`config.mk`:
```
export PLATFORM = sky130hd
export DESIGN_NAME = cv_cc_supply_regulator_unit
export DESIGN_NICKNAME = d
export VERILOG_FILES = /design/src/sv/ccsr_pkg.sv /design/src/sv/ccsr_ctrl.sv /design/src/sv/ccsr_dp.sv /design/src/sv/cv_cc_supply_regulator_unit.sv
export SDC_FILE = /design/constraint.sdc
export NUM_CORES = 1
export LEC_CHECK = 0
export ABC_AREA = 1
export BUFFER_PORTS_ARGS = -buffer_cell sky130_fd_sc_hd__buf_2
export CORE_ASPECT_RATIO = 2
export CORE_MARGIN = 2
export CORE_UTILIZATION = 50
export CTS_BUF_LIST = sky130_fd_sc_hd__clkbuf_2 sky130_fd_sc_hd__clkbuf_4 sky130_fd_sc_hd__clkbuf_8
export DETAILED_ROUTE_END_ITERATION = 12
export GPL_TIMING_DRIVEN = 0
export HOLD_SLACK_MARGIN = 0.06
export PLACE_DENSITY = 0.76
export RECOVER_POWER = 100
export SYNTH_ARGS = -nofsm -noshare
export SYNTH_HDL_FRONTEND = slang
export SYNTH_SLANG_ARGS = --single-unit
```
`constraint.sdc`:
```
create_clock -name clk -period 6.5 [get_ports clk]
set_input_delay 0.325 -clock clk [delete_from_list [all_inputs] [get_ports clk]]
set_output_delay 0.325 -clock clk [all_outputs]
set_load 0.05 [all_outputs]
```
`src/sv/ccsr_pkg.sv`:
```
`timescale 1ns / 1ps
// Shared types and constants for the CV/CC supply regulator.
// Used by the controller, the datapath and the top level; depends on nothing.
package ccsr_pkg;

  localparam int RING_DEPTH = 4;
  localparam int RING_AW = $clog2(RING_DEPTH);

  localparam int SAMPLE_W = 10;
  localparam int VOLT_W = 11;
  localparam int DAC_W = 12;
  localparam int FAN_W = 11;
  localparam int DIVISOR_W = 8;
  localparam int HOLD_W = 6;
  localparam int CFG_IDX_W = 3;
  localparam int CFG_DATA_W = 11;

  localparam int DIV_STEPS = SAMPLE_W;
  localparam int DIV_CNT_W = $clog2(DIV_STEPS);

  localparam logic [DAC_W-1:0] DAC_MAX = 12'hFFF;
  localparam logic [DAC_W-1:0] DAC_FLOOR = 12'd400;
  localparam logic [HOLD_W-1:0] SC_HOLD = 6'd20;
  localparam logic [HOLD_W-1:0] CC_HOLD = 6'd40;
  localparam logic signed [12:0] STEP_BOOST = 13'sd20;
  localparam logic signed [12:0] STEP_CUT = -13'sd20;
  localparam logic signed [12:0] DITHER_HIGH = 13'sd5;
  localparam logic signed [12:0] DITHER_LOW = -13'sd5;
  localparam logic signed [10:0] CC_DEADBAND = -11'sd4;
  localparam logic signed [10:0] FAN_DEADBAND = 11'sd7;
  localparam logic [VOLT_W-1:0] VOLT_RESET = 11'd20;
  localparam logic [SAMPLE_W-1:0] TEMP_RESET = 10'd20;

  typedef enum logic [CFG_IDX_W-1:0] {
    CFG_TARGET_CURRENT = 3'd0,
    CFG_TARGET_VOLTAGE = 3'd1,
    CFG_FAN_COOL_LEVEL = 3'd2,
    CFG_FAN_DIVISOR = 3'd3,
    CFG_SHORT_LEVEL = 3'd4
  } cfg_index_t;

  typedef enum logic [0:0] {
    OP_SAMPLE = 1'b0,
    OP_TICK = 1'b1
  } opcode_t;

  typedef struct packed {
    logic load;
    logic exec;
    logic div_step;
  } ccsr_cmd_t;

  typedef struct packed {
    logic need_div;
  } ccsr_status_t;

endpackage

```
`src/sv/ccsr_ctrl.sv`:
```
`timescale 1ns / 1ps
// Controller state machine for the CV/CC supply regulator.
// Sequences capture, update, fan divide and result transfer; uses ccsr_pkg.
module ccsr_ctrl (
  input  logic                  clk,
  input  logic                  rst,
  input  logic                  in_valid,
  output logic                  in_ready,
  output logic                  out_valid,
  input  logic                  out_ready,
  input  ccsr_pkg::ccsr_status_t status,
  output ccsr_pkg::ccsr_cmd_t   cmd
);
  import ccsr_pkg::*;

  typedef enum logic [3:0] {
    S_IDLE   = 4'b0001,
    S_EXEC   = 4'b0010,
    S_DIVIDE = 4'b0100,
    S_DONE   = 4'b1000
  } state_t;

  state_t state, state_next;
  logic [DIV_CNT_W-1:0] div_count, div_count_next;

  always_comb begin
    state_next = state;
    div_count_next = div_count;
    cmd = '0;
    unique case (state)
      S_IDLE: begin
        if (in_valid) begin
          cmd.load = 1'b1;
          state_next = S_EXEC;
        end
      end
      S_EXEC: begin
        cmd.exec = 1'b1;
        if (status.need_div) begin
          div_count_next = DIV_CNT_W'(DIV_STEPS - 1);
          state_next = S_DIVIDE;
        end else begin
          state_next = S_DONE;
        end
      end
      S_DIVIDE: begin
        cmd.div_step = 1'b1;
        div_count_next = div_count - 1'b1;
        if (div_count == '0) begin
          state_next = S_DONE;
        end
      end
      S_DONE: begin
        if (out_ready) begin
          state_next = S_IDLE;
        end
      end
      default: begin
        state_next = S_IDLE;
      end
    endcase
  end

  always_ff @(posedge clk) begin
    if (rst) begin
      state <= S_IDLE;
      div_count <= '0;
    end else begin
      state <= state_next;
      div_count <= div_count_next;
    end
  end

  assign in_ready = (state == S_IDLE);
  assign out_valid = (state == S_DONE);

endmodule

```
`src/sv/ccsr_dp.sv`:
```
`timescale 1ns / 1ps
// Datapath of the CV/CC supply regulator: configuration, channel state,
// oversampling ring, CV/CC loop with dither, and a restoring fan divider. Uses ccsr_pkg.
module ccsr_dp (
  input  logic                                clk,
  input  logic                                rst,
  input  ccsr_pkg::ccsr_cmd_t                 cmd,
  output ccsr_pkg::ccsr_status_t              status,
  input  logic                                cfg_write,
  input  logic [ccsr_pkg::CFG_IDX_W-1:0]      cfg_index,
  input  logic [ccsr_pkg::CFG_DATA_W-1:0]     cfg_data,
  input  logic                                opcode,
  input  logic [ccsr_pkg::SAMPLE_W-1:0]       adc_sample,
  output logic [ccsr_pkg::DAC_W-1:0]          dac_value,
  output logic                                dac_write,
  output logic [ccsr_pkg::FAN_W-1:0]          fan_speed,
  output logic                                fan_write,
  output logic                                alarm_led,
  output logic                                current_limit_mode,
  output logic [1:0]                          mux_select
);
  import ccsr_pkg::*;

  logic [SAMPLE_W-1:0] target_current;
  logic [VOLT_W-1:0] target_voltage;
  logic [SAMPLE_W-1:0] fan_cool_level;
  logic [DIVISOR_W-1:0] fan_divisor;
  logic [SAMPLE_W-1:0] short_level;

  logic op_q;
  logic [SAMPLE_W-1:0] sample_q;

  logic [1:0] channel;
  logic [RING_AW-1:0] ring_pos;
  logic [SAMPLE_W-1:0] voltage_ring [RING_DEPTH];
  logic [VOLT_W-1:0] voltage_reading;
  logic [SAMPLE_W-1:0] current_reading;
  logic [SAMPLE_W-1:0] temp_reading;
  logic [HOLD_W-1:0] hold;
  logic signed [1:0] dither;
  logic [DAC_W-1:0] dac;
  logic led;

  logic res_wrote;
  logic res_fan_en;
  logic res_fan_write;
  logic [SAMPLE_W-1:0] quo;
  logic [DIVISOR_W-1:0] rem;

  logic [1:0] channel_next;
  logic [SAMPLE_W+RING_AW-1:0] ring_sum;
  logic [VOLT_W:0] volt_pair;

  logic signed [10:0] fan_diff;
  logic signed [10:0] cur_err;
  logic signed [12:0] volt_err;
  logic signed [12:0] step;
  logic [HOLD_W-1:0] hold_tick;
  logic signed [2:0] dith_sum;
  logic signed [1:0] dither_tick;
  logic signed [1:0] fine_step;
  logic signed [13:0] dac_sum;
  logic [DAC_W-1:0] dac_tick;
  logic led_tick;
  logic tick_write;

  logic [DIVISOR_W-1:0] div_eff;
  logic [DIVISOR_W:0] rem_shift;
  logic rem_fits;

  always_ff @(posedge clk) begin
    if (rst) begin
      target_current <= '0;
      target_voltage <= '0;
      fan_cool_level <= '0;
      fan_divisor <= 8'd1;
      short_level <= 10'd1023;
    end else if (cfg_write) begin
      case (cfg_index)
        CFG_TARGET_CURRENT: target_current <= cfg_data[SAMPLE_W-1:0];
        CFG_TARGET_VOLTAGE: target_voltage <= cfg_data[VOLT_W-1:0];
        CFG_FAN_COOL_LEVEL: fan_cool_level <= cfg_data[SAMPLE_W-1:0];
        CFG_FAN_DIVISOR:    fan_divisor <= cfg_data[DIVISOR_W-1:0];
        CFG_SHORT_LEVEL:    short_level <= cfg_data[SAMPLE_W-1:0];
        default: begin
        end
      endcase
    end
  end

  always_comb begin
    channel_next = (channel == 2'd2) ? 2'd0 : channel + 2'd1;
    ring_sum = '0;
    for (int k = 0; k < RING_DEPTH; k++) begin
      if (ring_pos == RING_AW'(k)) begin
        ring_sum = ring_sum + {{RING_AW{1'b0}}, sample_q};
      end else begin
        ring_sum = ring_sum + {{RING_AW{1'b0}}, voltage_ring[k]};
      end
    end
    volt_pair = {1'b0, ring_sum[SAMPLE_W+RING_AW-1:1]} + {1'b0, voltage_reading};
  end

  always_comb begin
    fan_diff = $signed({1'b0, fan_cool_level}) - $signed({1'b0, temp_reading});
    cur_err = $signed({1'b0, target_current}) - $signed({1'b0, current_reading});
    volt_err = 13'sd1 + $signed({2'b0, target_voltage}) - $signed({2'b0, voltage_reading});
    hold_tick = hold;
    step = '0;
    if (cur_err[10]) begin
      step = (cur_err > CC_DEADBAND) ? 13'sd0 : {{2{cur_err[10]}}, cur_err};
      hold_tick = CC_HOLD;
      if (voltage_reading > target_voltage) begin
        step = STEP_CUT;
        hold_tick = '0;
      end
    end else begin
      step = volt_err;
      if (hold != '0) begin
        hold_tick = hold - 1'b1;
        if (hold_tick[2:0] == 3'd0) begin
          if (step > 13'sd0) begin
            step = STEP_BOOST;
          end
        end else begin
          step = '0;
        end
      end
    end
    tick_write = (step != 13'sd0);

    dith_sum = {dither[1], dither};
    dither_tick = dither;
    fine_step = '0;
    if (step > DITHER_LOW && step < DITHER_HIGH) begin
      if (step > 13'sd0) begin
        dith_sum = {dither[1], dither} + 3'sd1;
        if (dith_sum > 3'sd1) begin
          fine_step = 2'sd1;
          dither_tick = '0;
        end else begin
          dither_tick = dith_sum[1:0];
        end
      end else if (step < 13'sd0) begin
        dith_sum = {dither[1], dither} - 3'sd1;
        if (dith_sum < -3'sd1) begin
          fine_step = -2'sd1;
          dither_tick = '0;
        end else begin
          dither_tick = dith_sum[1:0];
        end
      end
    end else begin
      fine_step = step[12] ? -2'sd1 : 2'sd1;
    end

    dac_sum = $signed({2'b0, dac}) + {{12{fine_step[1]}}, fine_step};
    if (!dac_sum[13] && dac_sum[12]) begin
      dac_tick = DAC_MAX;
      led_tick = 1'b1;
    end else if (dac_sum[13] || dac_sum[12:0] < {1'b0, DAC_FLOOR}) begin
      dac_tick = DAC_FLOOR;
      led_tick = 1'b1;
    end else begin
      dac_tick = dac_sum[DAC_W-1:0];
      led_tick = 1'b0;
    end
  end

  assign status.need_div = op_q && (fan_diff > FAN_DEADBAND);

  assign div_eff = (fan_divisor == '0) ? DIVISOR_W'(1) : fan_divisor;
  assign rem_shift = {rem, quo[SAMPLE_W-1]};
  assign rem_fits = (rem_shift >= {1'b0, div_eff});

  always_ff @(posedge clk) begin
    if (cmd.load) begin
      op_q <= opcode;
      sample_q <= adc_sample;
    end
    if (cmd.exec && status.need_div) begin
      quo <= fan_diff[SAMPLE_W-1:0];
      rem <= '0;
    end else if (cmd.div_step) begin
      if (rem_fits) begin
        rem <= DIVISOR_W'(rem_shift - {1'b0, div_eff});
        quo <= {quo[SAMPLE_W-2:0], 1'b1};
      end else begin
        rem <= rem_shift[DIVISOR_W-1:0];
        quo <= {quo[SAMPLE_W-2:0], 1'b0};
      end
    end
  end

  always_ff @(posedge clk) begin
    if (rst) begin
      channel <= '0;
      ring_pos <= '0;
      for (int k = 0; k < RING_DEPTH; k++) begin
        voltage_ring[k] <= '0;
      end
      voltage_reading <= VOLT_RESET;
      current_reading <= '0;
      temp_reading <= TEMP_RESET;
      hold <= 6'd1;
      dither <= '0;
      dac <= '0;
      led <= 1'b0;
      res_wrote <= 1'b0;
      res_fan_en <= 1'b0;
      res_fan_write <= 1'b0;
    end else if (cmd.exec) begin
      if (op_q == OP_TICK) begin
        hold <= hold_tick;
        res_wrote <= tick_write;
        res_fan_en <= status.need_div;
        res_fan_write <= 1'b1;
        if (tick_write) begin
          dac <= dac_tick;
          dither <= dither_tick;
          led <= led_tick;
        end else begin
          led <= 1'b0;
        end
      end else begin
        channel <= channel_next;
        res_wrote <= 1'b0;
        res_fan_en <= 1'b0;
        res_fan_write <= 1'b0;
        unique case (channel_next)
          2'd0: begin
            voltage_ring[ring_pos] <= sample_q;
            ring_pos <= ring_pos + 1'b1;
            voltage_reading <= volt_pair[VOLT_W:1];
          end
          2'd1: begin
            temp_reading <= sample_q;
          end
          default: begin
            current_reading <= sample_q;
            if (sample_q > short_level) begin
              dac <= DAC_FLOOR;
              hold <= SC_HOLD;
              res_wrote <= 1'b1;
            end
          end
        endcase
      end
    end
  end

  assign dac_value = dac;
  assign dac_write = res_wrote;
  assign fan_speed = res_fan_en ? ({1'b0, quo} + FAN_W'(1)) : '0;
  assign fan_write = res_fan_write;
  assign alarm_led = led;
  assign current_limit_mode = (hold != '0);
  assign mux_select = channel + 2'd1;

endmodule

```
`src/sv/cv_cc_supply_regulator_unit.sv`:
```
`timescale 1ns / 1ps
// Top level of the CV/CC supply regulator: controller plus datapath.
// An item is loaded in S_IDLE, updated in S_EXEC, and its result is shown in S_DONE;
// input ready returns only once the result is taken, so a new item is not taken before the
// last one is through; ticks that drive the fan first pass through S_DIVIDE for the
// bit-serial fan divider, and a waiting result holds off the input.
// Synchronous active-high reset restores all but the captured item and divider registers.
module cv_cc_supply_regulator_unit (
  input  logic                             clk,
  input  logic                             rst,
  input  logic                             in_valid,
  output logic                             in_ready,
  input  logic                             opcode,
  input  logic [ccsr_pkg::SAMPLE_W-1:0]    adc_sample,
  output logic                             out_valid,
  input  logic                             out_ready,
  output logic [ccsr_pkg::DAC_W-1:0]       dac_value,
  output logic                             dac_write,
  output logic [ccsr_pkg::FAN_W-1:0]       fan_speed,
  output logic                             fan_write,
  output logic                             alarm_led,
  output logic                             current_limit_mode,
  output logic [1:0]                       mux_select,
  input  logic                             cfg_write,
  input  logic [ccsr_pkg::CFG_IDX_W-1:0]   cfg_index,
  input  logic [ccsr_pkg::CFG_DATA_W-1:0]  cfg_data
);
  import ccsr_pkg::*;

  ccsr_cmd_t cmd;
  ccsr_status_t status;

  ccsr_ctrl u_ctrl (
    .clk       (clk),
    .rst       (rst),
    .in_valid  (in_valid),
    .in_ready  (in_ready),
    .out_valid (out_valid),
    .out_ready (out_ready),
    .status    (status),
    .cmd       (cmd)
  );

  ccsr_dp u_dp (
    .clk                (clk),
    .rst                (rst),
    .cmd                (cmd),
    .status             (status),
    .cfg_write          (cfg_write),
    .cfg_index          (cfg_index),
    .cfg_data           (cfg_data),
    .opcode             (opcode),
    .adc_sample         (adc_sample),
    .dac_value          (dac_value),
    .dac_write          (dac_write),
    .fan_speed          (fan_speed),
    .fan_write          (fan_write),
    .alarm_led          (alarm_led),
    .current_limit_mode (current_limit_mode),
    .mux_select         (mux_select)
  );

  // A new item is never taken while a result is waiting.
  assert property (@(posedge clk) disable iff (rst) !(in_ready && out_valid))
    else $error("input accepted while a result is pending");

  assert property (@(posedge clk) disable iff (rst) (in_valid && in_ready) |=> !out_valid)
    else $error("result presented in the cycle after the input transfer");

  assert property (@(posedge clk) disable iff (rst)
    (out_valid && !fan_write) |-> (fan_speed == '0))
    else $error("fan level driven on a sample item");

  assert property (@(posedge clk) disable iff (rst)
    (out_valid && dac_write && !fan_write) |-> (dac_value == DAC_FLOOR))
    else $error("short-circuit cutback did not set the DAC floor");

  assert property (@(posedge clk) disable iff (rst)
    (out_valid && dac_write) |-> (dac_value >= DAC_FLOOR))
    else $error("DAC written below its floor");

endmodule
```
==> metrics.md <==
| Metric | Value |
|---|---|
| Worst reg2reg path depth | `40` |
| Flop pwr share | `0.392` |
| CP Launch Point | `u_dp.target_voltage[0]` |
| Top Usage Layer GRT | `met2` |
| Worst Hold Path Cells | `4` |
| Most frequent cells in the layout | `inv_1, nand2_1, nor2_1` |
| Pin count of the biggest net entering global routing | `20` |
| Number of global-route vias before repair | `12000` |
| Final hold vios | `0` |
| CP max-delay cell | `dfxtp_4` |
| Dpl ws | `0.00794 ns` |
| GPL Wtd Cong | `0.897` |
| Combinational Power Share | `0.329` |
| Skew final | `0.0190 ns` |
| Fin nets | `2000` |
| WS Path Type | `reg2reg` |
| Hold_sp | `out_ready` |
| Reg clk slew, reported paths | `0.11 ns` |
| Share of layout cells above drive strength 1 | `0.0877` |
| Clk buf depth | `2` |
| Worst vdd ir | `166 uV` |
| Clock buffer count from CTS | `17` |
| Initial Utilization | `0.506` |
| Routed Antenna Nets | `0` |
| Global-route usage over all layers | `0.257` |
| Relative slew slack | `0.0147` |
| Min-delay worst type | `in2reg` |
| Cells after Synth | `1736` |
| Crit-path max FO | `7` |
| Synth warn | `0` |
| FP Rows | `83` |
| Critical path's largest stage delay | `0.40 ns` |
| I/O pin count | `61` |
| Final count of negative-setup-slack endpoints | `0` |
| Root Buffer | `clkbuf_8` |
| Mapped Avg Cell Area | `7.45 um2` |
| Register area share after synthesis | `0.333` |
| Chip width | `118 um` |
| DR vias | `12000` |
| Failing checks | `max-capacitance violations` |
| Register Area | `4320 um2` |
| Final worst path period share | `0.947` |
| R2r startpoint | `u_dp.target_voltage[0]` |
| Most used cell, CP | `nand2_1` |
| Met2 GRT Util | `0.493` |
| Run status | `finished, violations left` |
| Met1 GRT Util | `0.230` |
| Max Cap Viol | `1` |
| First-pass GRT wire length | `55800 um` |
| Detailed Routing Iterations Pass 1 | `7` |
| Syn Std Cell Area | `12900 um2` |
| Slew Viols, Final | `0` |
| Setup ws final | `0.345 ns` |
| DIE HEIGHT | `231 um` |
| WL final | `35200 um` |
| Commonest non-fill, non-tap cell in the layout | `inv_1` |
| Cell leakage power | `6.82 nW` |
| Yosys cell types | `55` |
| Initial antenna violation count | `1` |
| Worst slew pin tran | `1.47 ns` |
| Initial DRC count | `561` |
| Total grt overflow | `0` |
| Multi-input gate area | `7480 um2` |
| Area added between synthesis and finish | `11.0%` |
| Critical Path End Type | `flop` |
| H-tree level count | `4` |
| Sinks on Clock Net | `185` |
| PortBufs | `59` |
| Core outline area | `25500 um2` |
| Drt drc | `0` |
| Hold slack | `0.0957 ns` |
| Syn_nets | `1902` |
| Startpoint Class | `flop` |
| Crit path arrival time | `6.52 ns` |
| Internal power | `2.01 mW` |
| Pwr dens | `222 nW/um2` |
| CTS tree | `done` |
| Clock latency on the worst-skew pair | `0.51 ns` |
| Net Sw Frac | `0.368` |
| GR Layer Usage met3 | `0.0367` |
| Min Clock Period, post-route | `6.16 ns` |
| Die area | `27300 um2` |
| # fillers | `2487` |
| Max Fclk | `162 MHz` |
| WP data required | `6.86 ns` |
| Flops & latches, synth | `185` |
| WL/cell | `16.1 um` |
| Switching power | `1.17 mW` |
| Clock power share | `0.279` |
| DP HPWL | `28100 um` |
| Via density | `5.50` |
-- metal layers --
layer / part of all wire / up-vias / wire length [um]
met1: 0.34 / 5573 / 11900
met2: 0.54 / 339 / 18900
met4: 0.089 / 0 / 3130
met3: 0.036 / 166 / 1290
met5: 0 / - / 0
li1: - / 5947 / -
-- flip-flops by register name, summed over array words and instances (netlist names), 10 cells and up --
| register | cells |
|---|---|
| u_dp.short_level | 10 |
| u_dp.quo | 10 |
| u_dp.voltage_reading | 11 |
| u_dp.dac_value | 12 |
| u_dp.current_reading | 10 |
| u_dp.sample_q | 10 |
| u_dp.voltage_ring | 40 |
| u_dp.target_voltage | 11 |
| u_dp.target_current | 10 |
| u_dp.temp_reading | 10 |
| u_dp.fan_cool_level | 10 |
-- what timing repair did --
action / CTS / global route
endpoints found under the setup margin: 10 / 15
buffers inserted: 0 / 6
hold buffers: 12 / 0
hold endpoints to repair: 12 / 0
pin swaps: 0 / 12
cloned: 0 / 2
gates resized for setup: 1 / 36
-- final timing paths --
| kind | endpoint | slack [ns] |
|---|---|---|
| setup reg to reg | u_dp.dac_value[5] | 0.34 |
| hold reg to reg | u_dp.dac_write | 0.47 |
| hold / removal | u_ctrl.state[3] | 0.1 |
| setup / recovery | u_dp.dac_value[5] | 0.34 |
-- stage by stage --
step                       util  setup TNS [ns]  instance area, um2  cells  power, mW
after global placement    0.535               0               13700   2135       2.25
after global routing      0.562          -0.598               14400   2188       3.37
after detailed placement  0.535               0               13700   2135       2.28
after floorplan               -               0               12900   1736       2.04
after CTS                 0.557               0               14200   2179       3.17
final                     0.562               0               14400   2188       3.19
-- Yosys cell counts, drive strengths merged --
cell type,count,area [um2]
o32ai,3,26.3
a211oi,6,45.0
o21ai,127,639
mux2,1,11.3
o22ai,6,37.5
dfxtp,124,2480
nor2,209,815
inv,280,1050
ha,127,1590
nand2,274,1080
xnor2,20,175
a22oi,5,37.5
a21oi,194,1020
o21a,1,7.51
o41ai,2,17.5
nand3b,7,52.6
a31oi,4,25.0
a21boi,2,15.0
o211ai,14,105
fa,9,180
o2111ai,3,26.3
or4,1,7.51
clkinv,3,11.3
buf,6,48.8
o31ai,5,37.5
a31o,1,8.76
and2,2,12.5
or2,2,12.5
a21o,8,60.1
nand4,15,93.8
o21bai,14,105
clkbuf,36,135
o221ai,1,8.76
nor4,4,25.0
nor3,29,175
edfxtp,61,1830
xor2,46,403
nand3,83,505
a41o,1,10.0
-- critical path, delay by kind of cell (launching register included) --
family	cells	cell delay, ns
AND/OR/NAND/NOR	24	2.73
adder cells (fa/ha/maj)	4	1.17
flip-flops	1	0.40
AO/OA/AOI/OAI	10	1.30
XOR/XNOR	2	0.44
-- cells by family after synthesis --
| family | Yosys count | synth area share |
|---|---|---|
| AND/OR/NAND/NOR | 626 | 0.215 |
| AO/OA/AOI/OAI | 397 | 0.173 |
| buffers and inverters | 325 | 0.0965 |
| flip-flops | 185 | 0.333 |
| adder cells (fa/ha/maj) | 136 | 0.137 |
| XOR/XNOR | 66 | 0.0447 |
| multiplexers | 1 | 0.000870 |
-- power by group through the flow --
stage	clock [mW]	sequential, mW	combinational [mW]
CTS	0.901	1.25	1.02
finish	0.890	1.25	1.05
global route	0.937	1.25	1.18
detailed placement	0	1.28	1.00
floorplan	0	1.27	0.770
global placement	0	1.28	0.977
-- layout make-up --
cell class | instances | share of cell area
inverters | 283 | 0.0744
clock buffers | 17 | 0.0163
multi-input cells | 1228 | 0.521
plain buffers | 42 | 0.0130
diodes | 1 | 0.000174
well taps | 340 | 0.0296
flip-flops and latches | 185 | 0.301
clock inverters | 15 | 0.0154
repair buffers | 77 | 0.0292
No activity file was read; power rests on OpenSTA's default activity.
